<file path="config.mk">
export PLATFORM = sky130hd
export DESIGN_NAME = ttcw_cursor
export DESIGN_NICKNAME = d
export VERILOG_FILES = /design/src/hdl/ttcw_pkg.sv /design/src/hdl/ttcw_cursor.sv
export SDC_FILE = /design/constraint.sdc
export NUM_CORES = 1
export LEC_CHECK = 0
export BUFFER_PORTS_ARGS = -buffer_cell sky130_fd_sc_hd__buf_2
export CORE_UTILIZATION = 28
export CTS_CLUSTER_DIAMETER = 200
export DETAILED_ROUTE_END_ITERATION = 16
export GPL_TIMING_DRIVEN = 1
export PLACE_DENSITY = 0.54
export SLEW_MARGIN = 25
export SYNTH_ARGS = -nofsm -noshare
export SYNTH_HDL_FRONTEND = slang
export SYNTH_SLANG_ARGS = --single-unit
</file>
<file path="constraint.sdc">
create_clock -name clk -period 1.8 [get_ports clk]
set_input_delay 0.36 -clock clk [delete_from_list [all_inputs] [get_ports clk]]
set_output_delay 0.36 -clock clk [all_outputs]
set_load 0.02 [all_outputs]
</file>
<file path="src/hdl/ttcw_pkg.sv">
// ----------------------------------------------------------------------------
// ttcw_pkg
// Shared sizes, constants and types for the text terminal cell writer.
// ----------------------------------------------------------------------------
`default_nettype none

package ttcw_pkg;

  // Screen geometry
  localparam int COLUMNS    = 80;
  localparam int ROWS       = 25;
  localparam int CELL_COUNT = COLUMNS * ROWS;

  // Index widths inside the block
  localparam int ADDR_W    = $clog2(CELL_COUNT);
  localparam int COL_IDX_W = $clog2(COLUMNS);
  localparam int ROW_IDX_W = $clog2(ROWS);

  // Port field widths
  localparam int KIND_W    = 1;
  localparam int CHAR_W    = 8;
  localparam int COLOR_W   = 8;
  localparam int CELL_W    = CHAR_W + COLOR_W;
  localparam int INDEX_W   = 11;
  localparam int OUT_COL_W = 7;
  localparam int OUT_ROW_W = 5;

  // Item kinds
  localparam logic [KIND_W-1:0] KIND_PUT  = 1'b0;
  localparam logic [KIND_W-1:0] KIND_READ = 1'b1;

  // Cell contents
  localparam logic [CHAR_W-1:0]  SPACE_CHAR  = 8'h20;
  localparam logic [COLOR_W-1:0] RESET_COLOR = 8'd79;
  localparam logic [CELL_W-1:0]  RESET_CELL  = {RESET_COLOR, SPACE_CHAR};

  // Addresses used by the cursor and the scroll sweep
  localparam logic [ADDR_W-1:0] LAST_CELL     = ADDR_W'(CELL_COUNT - 1);
  localparam logic [ADDR_W-1:0] COPY_CNT      = ADDR_W'(CELL_COUNT - COLUMNS);
  localparam logic [ADDR_W-1:0] LAST_ROW_BASE = ADDR_W'((ROWS - 1) * COLUMNS);
  localparam logic [ADDR_W-1:0] ROW_STRIDE    = ADDR_W'(COLUMNS);

  localparam logic [COL_IDX_W-1:0] LAST_COL = COL_IDX_W'(COLUMNS - 1);
  localparam logic [ROW_IDX_W-1:0] LAST_ROW = ROW_IDX_W'(ROWS - 1);

  // Cursor position, linear cell address and scroll flag
  typedef struct packed {
    logic [COL_IDX_W-1:0] col;
    logic [ROW_IDX_W-1:0] row;
    logic [ADDR_W-1:0]    pos;
    logic                 scroll;
  } cursor_t;

endpackage

`default_nettype wire

</file>
<file path="src/hdl/ttcw_cursor.sv">
// ----------------------------------------------------------------------------
// ttcw_cursor
// Cursor tracker: column, row and linear cell address, with wrap at the
// end of a line and scroll detection past the last row.
// ----------------------------------------------------------------------------
`default_nettype none

module ttcw_cursor (
  input  wire logic              clk,
  input  wire logic              rst_n,
  input  wire logic              advance,
  output ttcw_pkg::cursor_t      cur,
  output ttcw_pkg::cursor_t      nxt
);

  import ttcw_pkg::*;

  logic [COL_IDX_W-1:0] col_r;
  logic [ROW_IDX_W-1:0] row_r;
  logic [ADDR_W-1:0]    pos_r;

  // Position after one put
  always_comb begin
    nxt.col    = col_r + 1'b1;
    nxt.row    = row_r;
    nxt.pos    = pos_r + 1'b1;
    nxt.scroll = 1'b0;
    if (col_r == LAST_COL) begin
      nxt.col = '0;
      if (row_r == LAST_ROW) begin
        // past the last row: stay on it, screen scrolls
        nxt.pos    = LAST_ROW_BASE;
        nxt.scroll = 1'b1;
      end else begin
        nxt.row = row_r + 1'b1;
      end
    end
  end

  assign cur.col    = col_r;
  assign cur.row    = row_r;
  assign cur.pos    = pos_r;
  assign cur.scroll = 1'b0;

  // Cursor registers
  always_ff @(posedge clk) begin
    if (!rst_n) begin
      col_r <= '0;
      row_r <= '0;
      pos_r <= '0;
    end else if (advance) begin
      col_r <= nxt.col;
      row_r <= nxt.row;
      pos_r <= nxt.pos;
    end
  end

endmodule

`default_nettype wire

</file>
==> metrics <==
Worst Path Class, Setup=reg -> out; initial antenna violation count=0; Vias per Instance=4.80; hold path depth=3; vias in the first global route=1541; post-route ant nets=0; Layout Nets=284; total track usage=16.1%; FF-to-FF setup slack=10 ps; Worst R2R Path Depth=8; syn avg cell area=8.22 sq um; status=finished with violations; # clock sinks=23; Final Total Pwr=1.05 mW; Clk Latency, worst-skew pair=270 ps; fin. max-slew vios=0; Die Area=0.00567 sq mm; DP Cell Count=326; RR Endpoint=pos_r[7]; starting DRC count in detailed routing=90; pre-CTS WS=28.1 ps; final non-filler cell total=346; Critical Path RT=1440 ps; Seq/Total Area, Yosys=30.6%; min cycle time layout=2030 ps; Final setup viols=21; Ys Warns=0; vias=1662; asr flop ratio synth=0%; largest vdd supply drop=0.338 mV; row count=26; Syn-to-layout area delta=74.0%; Antenna Cells=0; mapped cell area=0.00150 sq mm; htree depth=1; largest net degree at the start of global routing=16; Hold WC Path Type=in -> reg; HP Start=advance; crit-path max FO=4; f_max=494 MHz; Pleak=1.20 nW; clock buffer count from CTS=3; Critical Path Start Type=register; Post-Synthesis Cells=183; Netlist cell types=47; Routed WL per cell=13.1 um; arrival time at the worst endpoint=1670 ps; grt total ovfl=0; PortBufs=49; Clock Path Buffers=2; 1st-pass router iterations=4; GP Congestion=0.839; global-route wire length before repair=6980 um; power per cell area=402 mW/mm^2; Fin Clk Skew=2.52 ps; share of cells above drive strength 1=58.3%; hold slack=496 ps; final wirelength=4520 um; root buffer cell=clkbuf_8; synthesis-stage register bit count=23; syn_nets=190; IO Count=51; final worst slack=-225 ps; drt drc=0; final worst path period share=113%; Max-cap violations=0; final hold violation count=0; Post-synth EDFFs=0; TritonCTS clock tree=done; initial core utilization=29.3%; CP Capture Type=primary output; Core ar.=0.00514 sq mm; die height=75.3 um; Synth Flop Type=dfxtp_1; clk slew on worst S/H paths=90 ps; Die X=75.3 um; HPWL Detailed=3150 um; RR Startpoint=col_r[0]; hold endpoint=row_r[1]; unrepaired setup endpoints after global routing=yes; failing checks=setup timing
-- routing by layer --
layer / part of all wire [%] / track usage, % / up-vias
li1: - / - / 846
met1: 47 / 21.3 / 779
met2: 48 / 27.9 / 33
met4: 0.80 / 3.70 / 0
met5: 0 / 0 / -
met3: 3.6 / 2.25 / 4
-- worst max-delay path, stage by stage (launching register included) --
cell	delay (ps)
dfxtp_2	330
or3b_4	420
nor2_4	170
buf_4	130
buf_6	100
o21ai_1	80
buf_4	170
-- Yosys cell counts (all sizes together) (6+ instances only) --
library cell  count  area [sq um]
nor2             17          71.3
nand2            17          63.8
nand3            14          75.1
dfxtp            23           460
xor2              8          70.1
xnor2             9          78.8
and3              6          37.5
-- cell type report --
cell class              count  area (sq um)
clock buffers               4          45.0
fillers                   525          2520
inverters                   6          25.0
multi-input cells         144          1210
flip-flops and latches     23           487
well taps                  70          87.6
repair buffers             99           767
-- worst max-delay path by stage --
stage | start | slack (ps) | depth (start not counted) | end
floorplan | col_r[5] | -130 | 6 | nxt[16]
global placement | col_r[4] | 30 | 5 | nxt[14]
detailed placement | col_r[4] | 30 | 5 | pos_r[3]
CTS | col_r[4] | -210 | 5 | nxt[14]
global route | col_r[5] | -270 | 5 | nxt[14]
finish | col_r[5] | -230 | 6 | nxt[13]
-- per-stage QoR --
stage                     setup TNS, ps  utilization (%)  instance area (sq um)
after CTS                         -2950             48.1                   2470
after global routing              -4340             50.9                   2620
final                             -3120             50.9                   2620
after floorplan                    -349                -                   1620
after detailed placement              0             41.7                   2140
after global placement                0             41.7                   2140
-- cell families after synthesis --
group                    count (synthesis)  share of synthesized area [%]
AO/OA/AOI/OAI                           32                           16.7
XOR/XNOR                                17                           9.90
adder cells (fa/ha/maj)                  4                           3.33
buffers and inverters                   16                           5.41
flip-flops                              23                           30.6
multiplexers                             3                           2.08
other                                    1                          0.249
AND/OR/NAND/NOR                         87                           31.7
-- power by group --
| part | leakage [nW] | switching (mW) | internal (mW) |
|---|---|---|---|
| Combinational | 0.988 | 0.105 | 0.0833 |
| Clock | 0.0228 | 0.179 | 0.158 |
| Sequential | 0.193 | 0.0104 | 0.516 |
-- repair_timing --
| item | 4_1_cts | 5_1_grt |
|---|---|---|
| buffers inserted | 12 | 4 |
| resized for setup | 59 | 25 |
| hold buffers | 0 | 0 |
| setup endpoints to repair | 22 | 30 |
| pin swaps | 6 | 11 |
-- flip-flops by register name, indices dropped and copies added, names as in the netlist --
name   count
col_r      7
pos_r     11
row_r      5
-- cell usage in the layout (no fill, tap or decap), types with 5 or more instances in the layout --
cell type / Yosys / final
dfxtp_4: 0 / 5
nand2_2: 0 / 5
nand2_1: 17 / 12
buf_6: 2 / 19
nand4_1: 5 / 5
buf_2: 2 / 32
dfxtp_2: 0 / 6
buf_4: 1 / 45
nand3_1: 13 / 11
dfxtp_1: 23 / 12
nor2_1: 16 / 11
nor2_4: 1 / 6
xor2_1: 8 / 7
xnor2_1: 9 / 5
No activity file was read; power rests on OpenSTA's default activity.
